### src/gtm_pkg.sv
// Shared types and constants for the gesture template matcher.
// Used by every module of the block; depends on nothing.
package gtm_pkg;

	localparam int SEQ_LEN   = 50;
	localparam int IDX_W     = $clog2(SEQ_LEN);
	localparam int SAMPLE_W  = 16;
	localparam int ENTRY_W   = 3 * SAMPLE_W;
	localparam int TOTAL_W   = 12;
	localparam int OUT_IDX_W = 10;
	localparam int CFG_IDX_W = 1;

	localparam logic [IDX_W-1:0] LAST_IDX = IDX_W'(SEQ_LEN - 1);

	typedef enum logic {
		FUNC_RECORD = 1'b0,
		FUNC_CHECK  = 1'b1
	} func_t;

	typedef enum logic [CFG_IDX_W-1:0] {
		REG_TOLERANCE   = 1'b0,
		REG_MIN_MATCHES = 1'b1
	} cfg_reg_t;

	// Word held between the accept stage and the scoring stage.
	typedef struct packed {
		logic                       compare;
		logic                       clear;
		logic [IDX_W-1:0]           idx;
		logic                       done;
		logic                       tready;
		logic signed [SAMPLE_W-1:0] x;
		logic signed [SAMPLE_W-1:0] y;
		logic signed [SAMPLE_W-1:0] z;
	} s1_t;

	typedef struct packed {
		logic [OUT_IDX_W-1:0] sample_index;
		logic [1:0]           axes_matched;
		logic [TOTAL_W-1:0]   match_total;
		logic                 sequence_done;
		logic                 gesture_accepted;
		logic                 template_ready;
	} result_t;

endpackage

### src/gtm_template_mem.sv
// Template store: one entry of three packed 16-bit axes per sample position.
// Synchronous write, registered read; uses gtm_pkg.
module gtm_template_mem (
	input  logic                        clk,
	input  logic                        we,
	input  logic                        re,
	input  logic [gtm_pkg::IDX_W-1:0]   addr,
	input  logic [gtm_pkg::ENTRY_W-1:0] wdata,
	output logic [gtm_pkg::ENTRY_W-1:0] rdata
);
	import gtm_pkg::*;

	logic [ENTRY_W-1:0] mem [SEQ_LEN];
	logic [ENTRY_W-1:0] rdata_q;

	always_ff @(posedge clk) begin
		if (we) begin
			mem[addr] <= wdata;
		end
		if (re) begin
			rdata_q <= mem[addr];
		end
	end

	assign rdata = rdata_q;

endmodule

### src/gtm_score.sv
// Scoring stage: compares a sample with its template entry, keeps the running
// total and holds the output word. Uses gtm_pkg.
module gtm_score (
	input  logic                        clk,
	input  logic                        arst_n,
	input  gtm_pkg::s1_t                s1,
	input  logic                        valid_s1,
	input  logic [gtm_pkg::ENTRY_W-1:0] entry,
	input  logic [15:0]                 tol,
	input  logic [gtm_pkg::TOTAL_W-1:0] min_matches,
	output logic                        adv,
	output logic                        out_valid,
	input  logic                        out_ready,
	output gtm_pkg::result_t            res
);
	import gtm_pkg::*;

	logic [TOTAL_W-1:0] run_q;
	logic               out_valid_q;
	result_t            res_q;
	logic [2:0]         close;
	logic [1:0]         axes;
	logic [TOTAL_W-1:0] total;
	logic [ENTRY_W-1:0] sample;

	assign sample = {s1.z, s1.y, s1.x};

	for (genvar k = 0; k < 3; k++) begin : g_axis
		logic signed [SAMPLE_W:0] diff;
		logic [SAMPLE_W:0]        mag;
		always_comb begin
			diff = (SAMPLE_W+1)'($signed(sample[k*SAMPLE_W +: SAMPLE_W]))
				- (SAMPLE_W+1)'($signed(entry[k*SAMPLE_W +: SAMPLE_W]));
			mag = diff[SAMPLE_W] ? (SAMPLE_W+1)'(-diff) : diff;
		end
		assign close[k] = mag <= {1'b0, tol};
	end

	assign axes  = 2'(close[0]) + 2'(close[1]) + 2'(close[2]);
	assign total = (s1.clear ? '0 : run_q) + TOTAL_W'(axes);
	assign adv   = valid_s1 && (!out_valid_q || out_ready);

	always_ff @(posedge clk or negedge arst_n) begin
		if (!arst_n) begin
			run_q       <= '0;
			out_valid_q <= 1'b0;
		end else begin
			if (adv) begin
				run_q       <= (s1.compare && !s1.done) ? total : '0;
				out_valid_q <= 1'b1;
			end else if (out_ready) begin
				out_valid_q <= 1'b0;
			end
		end
	end

	always_ff @(posedge clk) begin
		if (adv) begin
			res_q.sample_index     <= OUT_IDX_W'(s1.idx);
			res_q.axes_matched     <= s1.compare ? axes : 2'd0;
			res_q.match_total      <= s1.compare ? total : '0;
			res_q.sequence_done    <= s1.done;
			res_q.gesture_accepted <= s1.compare && s1.done && (total >= min_matches);
			res_q.template_ready   <= s1.tready;
		end
	end

	assign out_valid = out_valid_q;
	assign res       = res_q;

endmodule

### src/gesture_template_matcher_core.sv
// Top level of the gesture template matcher: accept stage, configuration
// registers, template memory and scoring stage. Uses gtm_pkg, gtm_template_mem
// and gtm_score.
//
//  channel | handshake            | word
//  --------+----------------------+-------------------------------------------
//  in      | in_valid / in_ready  | func, first_sample, accel_x/y/z
//  out     | out_valid / out_ready| sample_index, axes_matched, match_total,
//          |                      | sequence_done, gesture_accepted,
//          |                      | template_ready
//  cfg     | cfg_valid / cfg_ready| cfg_index, cfg_data (always ready)
//
// One word is accepted per cycle while the output is not stalled; its result is
// registered in two steps: the template memory read and the sample register load
// at acceptance, and the output register loads when the scoring stage advances.
// Position and template-valid update at acceptance; the running total updates
// in the scoring stage, so back-to-back words need no interlock.
// Reset clears position, running total, template-valid and loads the
// configuration defaults; the template memory is not cleared.
// A stalled output holds the scoring stage, which in turn holds the input.
module gesture_template_matcher_core (
	input  logic                          clk,
	input  logic                          arst_n,
	input  logic                          in_valid,
	output logic                          in_ready,
	input  logic                          func,
	input  logic                          first_sample,
	input  logic signed [15:0]            accel_x,
	input  logic signed [15:0]            accel_y,
	input  logic signed [15:0]            accel_z,
	output logic                          out_valid,
	input  logic                          out_ready,
	output logic [9:0]                    sample_index,
	output logic [1:0]                    axes_matched,
	output logic [11:0]                   match_total,
	output logic                          sequence_done,
	output logic                          gesture_accepted,
	output logic                          template_ready,
	input  logic                          cfg_valid,
	output logic                          cfg_ready,
	input  logic [gtm_pkg::CFG_IDX_W-1:0] cfg_index,
	input  logic [15:0]                   cfg_data
);
	import gtm_pkg::*;

	logic [15:0]        tol_q;
	logic [TOTAL_W-1:0] min_q;
	logic [IDX_W-1:0]   pos_q;
	logic               tvalid_q;
	logic               valid_s1;
	s1_t                word_s1;

	logic               in_acc;
	logic               adv;
	logic [IDX_W-1:0]   idx;
	logic               last;
	logic               chk;
	logic               done;
	logic               tvalid_nxt;
	logic [ENTRY_W-1:0] entry;
	result_t            res;

	assign cfg_ready = 1'b1;

	always_ff @(posedge clk or negedge arst_n) begin
		if (!arst_n) begin
			tol_q <= 16'd4915;
			min_q <= TOTAL_W'(128);
		end else if (cfg_valid) begin
			case (cfg_reg_t'(cfg_index))
				REG_TOLERANCE:   tol_q <= cfg_data;
				REG_MIN_MATCHES: min_q <= cfg_data[TOTAL_W-1:0];
				default: ;
			endcase
		end
	end

	assign in_ready   = !valid_s1 || adv;
	assign in_acc     = in_valid && in_ready;
	assign idx        = first_sample ? '0 : pos_q;
	assign last       = idx == LAST_IDX;
	assign chk        = func_t'(func) == FUNC_CHECK;
	// A check with no stored template ends its sequence at once.
	assign done       = last || (chk && !tvalid_q);
	assign tvalid_nxt = chk ? tvalid_q : last;

	always_ff @(posedge clk or negedge arst_n) begin
		if (!arst_n) begin
			pos_q    <= '0;
			tvalid_q <= 1'b0;
			valid_s1 <= 1'b0;
		end else begin
			if (in_acc) begin
				pos_q    <= done ? '0 : idx + IDX_W'(1);
				tvalid_q <= tvalid_nxt;
				valid_s1 <= 1'b1;
			end else if (adv) begin
				valid_s1 <= 1'b0;
			end
		end
	end

	always_ff @(posedge clk) begin
		if (in_acc) begin
			word_s1.compare <= chk && tvalid_q;
			word_s1.clear   <= first_sample;
			word_s1.idx     <= idx;
			word_s1.done    <= done;
			word_s1.tready  <= tvalid_nxt;
			word_s1.x       <= accel_x;
			word_s1.y       <= accel_y;
			word_s1.z       <= accel_z;
		end
	end

	gtm_template_mem u_mem (
		.clk   (clk),
		.we    (in_acc && !chk),
		.re    (in_acc && chk && tvalid_q),
		.addr  (idx),
		.wdata ({accel_z, accel_y, accel_x}),
		.rdata (entry)
	);

	gtm_score u_score (
		.clk         (clk),
		.arst_n      (arst_n),
		.s1          (word_s1),
		.valid_s1    (valid_s1),
		.entry       (entry),
		.tol         (tol_q),
		.min_matches (min_q),
		.adv         (adv),
		.out_valid   (out_valid),
		.out_ready   (out_ready),
		.res         (res)
	);

	assign sample_index     = res.sample_index;
	assign axes_matched     = res.axes_matched;
	assign match_total      = res.match_total;
	assign sequence_done    = res.sequence_done;
	assign gesture_accepted = res.gesture_accepted;
	assign template_ready   = res.template_ready;

endmodule

### config.mk
export PLATFORM = sky130hd
export DESIGN_NAME = gesture_template_matcher_core
export DESIGN_NICKNAME = d
export VERILOG_FILES = /design/src/gtm_pkg.sv /design/src/gtm_template_mem.sv /design/src/gtm_score.sv /design/src/gesture_template_matcher_core.sv
export SDC_FILE = /design/constraint.sdc
export NUM_CORES = 2
export LEC_CHECK = 0
export CORE_UTILIZATION = 35
export DETAILED_ROUTE_END_ITERATION = 8
export DONT_BUFFER_PORTS = 1
export PLACE_DENSITY_LB_ADDON = 0.3
export SLEW_MARGIN = 40
export SYNTH_ARGS = -nofsm -noshare
export SYNTH_HDL_FRONTEND = slang
export SYNTH_SLANG_ARGS = --single-unit
### constraint.sdc
create_clock -name clk -period 17.2 [get_ports clk]
set_clock_uncertainty 0.2 [all_clocks]
set_input_delay 4.3 -clock clk [delete_from_list [all_inputs] [get_ports clk]]
set_output_delay 4.3 -clock clk [all_outputs]
set_load 0.05 [all_outputs]
==> impl.org <==
** Die
- For this configuration, the core starts out at a cell density of 0.353.
- Die outline area :: 288,000 sq um
- Boundary pin count :: slightly above 100
- Vert. Die Dim :: about 540 um
- The floorplan has 195 rows.
- The floorplan step defined a core boundary enclosing 283,000 sq um.
- Die W :: 537 um

** Logic synthesis
- The portion of synthesized area spent on multiplexers is 0.0522.
- Synth Area in Compound Gates :: 0.102
- Proportion of synthesized flip-flops having asynchronous set or reset :: 0.0190
- Distinct cells, synth :: 93
- Prevailing post-synth register cell :: sky130_fd_sc_hd__edfxtp_1
- Of the total synthesized cell area, the portion taken by full adders, half adders and majority gates is 0.0154.
- Counting flops with a built-in enable in the synthesized netlist gives approximately 2,500.
- Yosys warns :: 0
- The cell count after synthesis came out at about 5,800.
- Of the total synthesized cell area, the portion taken by AND, OR, NAND and NOR gates is 0.0319.
- Averaged over all synthesized cells, the footprint is 17.2 sq um.
- The synthesized design contains 2,578 register bits.
- Of the total synthesized cell area, the portion taken by XOR and XNOR cells is 0.00805.
- By area, the combinational part of the netlist is dominated by compound AO/OA/AOI/OAI gates.
- Post-Syn Area :: ~100,000 sq um
- The share of the Yosys chip area taken by registers is 0.771.

** Setup path
- The startpoint identified for the worst register-to-register timing path is u_mem.rdata[17].
- Cell Chain, Critical Path :: nand3b_1
- Worst Path Buf+Inv :: 0
- Slowest cell delay on critical path :: about 0.50 ns
- Logic depth of the worst path, buffers included :: 1
- R2r worst-path depth :: 33
- At the worst endpoint, the arrival time is 4.80 ns.
- Worst path required time :: ~13 ns
- Worst path slowest cell :: sky130_fd_sc_hd__nand3b_1
- STA classifies the critical path endpoint as an output port.
- Crit path max-delay family :: simple AND/OR/NAND/NOR gates
- Category of the critical setup timing path :: in -> out
- Of all nets on the critical path, the largest fanout is 3.
- STA classifies the critical path startpoint as an input pin.
- Worst-case register-to-register setup slack :: around 8.7 ns
- In this run the worst setup path begins at out_ready.

** Clocking
- Hold Buf Count CTS :: 0
- CTS tree :: done
- Clock tree synthesis selected as its root buffer the cell sky130_fd_sc_hd__clkbuf_16.
- Buffers added to address setup during post-CTS repair amount to 0.
- Post-cts sizing count :: 0
- Depth of the CTS H-tree :: 5
- Counting the buffers created by CTS gives roughly 290.
- The clock passes through at most 4 buffers.
- CTS sink cnt :: between 2,000 and 3,000
- Clock latency of the later-clocked register in the worst-skew pair :: between 0.9 and 1 ns
- Clock slew at the register clock pins of the worst setup and hold paths :: 0.05 ns

** Timing
- Normalized max-slew margin :: 0.368
- Setup TNS :: 0 ns
- Finish-stage setup viols :: 0
- Portion of the clock cycle consumed by the worst path in the final layout :: 0.541
- Max Clk Rate :: roughly 110 MHz
- The max-slew violation total from the final report is 0.
- For the pin with the worst max-slew slack, the measured transition is 0.948 ns.
- The smallest clock period supported by the final layout is computed as 9.30 ns.
- Setup repair after global routing left no endpoint under its margin.
- The total count of hold-check failures in the final report came to 0.

** Final layout
- Number of nets in the layout :: about 6,100
- Once layout is complete, the utilization of the core stands at 0.404.
- Design area :: approximately 110,000 sq um
- Flip-flop and latch area :: between 70,000 and 80,000 sq um
- The multi-input combinational cells in the finished layout cover a total of 21,600 sq um.
- Non-filler cells in the finished layout :: 9,887
- Share of final-layout standard cells stronger than drive strength 1 :: 0.138
- Filler cell count :: 25,200
- From synthesis to final layout, the design area changed by 14.3%.

** Detailed routing
- Number of detailed-routing iterations run before antenna repair :: 6
- Post-detailed-route wirelength per cell :: 34.7 um
- Wires add up to 343,000 um.
- Once detail routing completed, the nets flagged for antenna violations numbered 0.
- Overall via count from detail_route :: 59,500
- DR iter-0 viols :: around 9,700
- In the routed layout, each cell is associated on average with a via count of approximately 6.0.
- DRC errors left :: 0

** Global route
- Maximum number of pins on one net before global-route repair :: 99
- In the global route stage, overall resource usage came out at 0.233.
- Antenna violations before repair :: 23
- Vias in the first global route :: 56,400
- The first global-routing pass estimated about 470,000 um of wire.
- Congestion Overflow GR :: 0

** Power and ir drop
- Cell leakage power :: roughly 36 nW
- IR analysis of the VDD net gives a maximum drop of approximately 0.11 mV.
- Power per cell area :: 120 nW/um^2

** Placement
- DP Area :: roughly 110,000 sq um
- Including well taps, the total number of placed cells is 9,404.
- After legalization and detailed placement, the total HPWL measured 187,000 um.
- The count of buffers added on input and output ports is 0.
- At the end of routability-driven placement, the weighted congestion stood at 0.841.

** Hold path
- The worst hold path begins at word_s1[48].
- Path class of the lowest-slack min-delay path :: reg -> reg
- Cells on Worst Hold Path :: 0

** Run
- Max-cap violations in this run came to 0.

** Outcome
- The flow ran to the end, and the final reports show no timing, DRC or antenna violations.
[synthesized netlist by cell type, types with 21 or more instances]
cell type                  count  area, sq um
sky130_fd_sc_hd__nand2b_1     29          181
sky130_fd_sc_hd__mux2_2      157         1770
sky130_fd_sc_hd__a211oi_1     31          233
sky130_fd_sc_hd__clkbuf_1    129          484
sky130_fd_sc_hd__inv_1       107          402
sky130_fd_sc_hd__a221oi_1    103          902
sky130_fd_sc_hd__edfxtp_1   2529        75900
sky130_fd_sc_hd__nor2_1      189          709
sky130_fd_sc_hd__a22oi_1     287         2150
sky130_fd_sc_hd__o221ai_1     27          236
sky130_fd_sc_hd__nand3_1      50          250
sky130_fd_sc_hd__a21oi_1     255         1280
sky130_fd_sc_hd__o21ai_0     143          716
sky130_fd_sc_hd__a222oi_1    134         1340
sky130_fd_sc_hd__a22o_1       51          447
sky130_fd_sc_hd__mux2i_1     305         3050
sky130_fd_sc_hd__xor2_1       39          342
sky130_fd_sc_hd__a21o_1       24          180
sky130_fd_sc_hd__nand2_1     241          905
sky130_fd_sc_hd__a221o_1      37          370
sky130_fd_sc_hd__nor3_1       28          140
sky130_fd_sc_hd__nor4_1       32          200
sky130_fd_sc_hd__dfrtp_1      41         1030
sky130_fd_sc_hd__buf_2       125          626
sky130_fd_sc_hd__xnor2_1      53          464
sky130_fd_sc_hd__ha_1        115         1440
sky130_fd_sc_hd__nor2b_1      21          131
sky130_fd_sc_hd__buf_1        66          248
sky130_fd_sc_hd__o22ai_1     110          688
sky130_fd_sc_hd__a31oi_1     116          726
[per-layer routing]
layer,vias to the layer above,part of all wire,global-route usage
met3,573,0.12,0.0638
met2,3910,0.45,0.362
met4,6,0.032,0.0704
li1,23900,-,-
met5,-,0.00026,0
met1,31100,0.39,0.318
[layout make-up]
type | instances | share of cell area
Sequential cell | 2578 | 0.675
Multi-Input combinational cell | 2807 | 0.189
Clock buffer | 347 | 0.0654
Tap cell | 3743 | 0.0410
Timing Repair Buffer | 171 | 0.0154
Clock inverter | 127 | 0.0108
Inverter | 108 | 0.00358
Antenna cell | 6 | 0.000131
[flip-flops by register name (all words and copies together) (netlist names)]
register and cells:
u_mem.mem 2400, word_s1 58, u_mem.rdata 48, u_score.res 23, tol_q 16, min_q 12, u_score.run_q 12, pos_q 6
tvalid_q 1, u_score.out_valid 1, valid_s1 1
[path summary, 6_finish.rpt]
path,end
max,in_ready
min,u_score.res[0]
max reg2reg,u_score.res[1]
min reg2reg,u_score.res[0]
max in group asynchronous,tol_q[8]
min in group asynchronous,pos_q[5]
[where the power goes]
| part | total, mW | switching, mW | internal, mW |
|---|---|---|---|
| clock network | 5.86 | 2.45 | 3.41 |
| logic | 0.849 | 0.530 | 0.318 |
| registers | 6.99 | 0.0487 | 6.94 |
[cells in the final DEF (no fill, tap or decap), drive strengths merged, types with 110 or more instances in the layout]
cell and n:
a21oi 259, a222oi 134, a22oi 287, a31oi 116
buf 171, clkbuf 347, edfxtp 2529, ha 115
inv 113, mux2 157, mux2i 305, nand2 241
nor2 190, o21ai 146, o22ai 110
[per-stage QoR]
stage,worst slack [ns],power (mW),hold slack [ns]
final,7.90,13.7,0.220
after global routing,7.86,14.0,0.231
after CTS,7.89,13.7,0.219
after detailed placement,7.90,7.96,0.205
after global placement,7.71,7.94,0.204
after floorplan,7.61,7.68,0.200
[cell families (layout without fill, tap and decap cells)]
kind of cell	Yosys count	count (layout)
AOI/OAI and AO/OA	1426	1426
xor gates and xnor gates	92	92
adders and majority gates	120	120
buffers and inverters	442	753
DFF	2578	2578
muxes	480	480
other	2	11
and+or+nand+nor	684	684
Power figures use the tool's default switching activity.
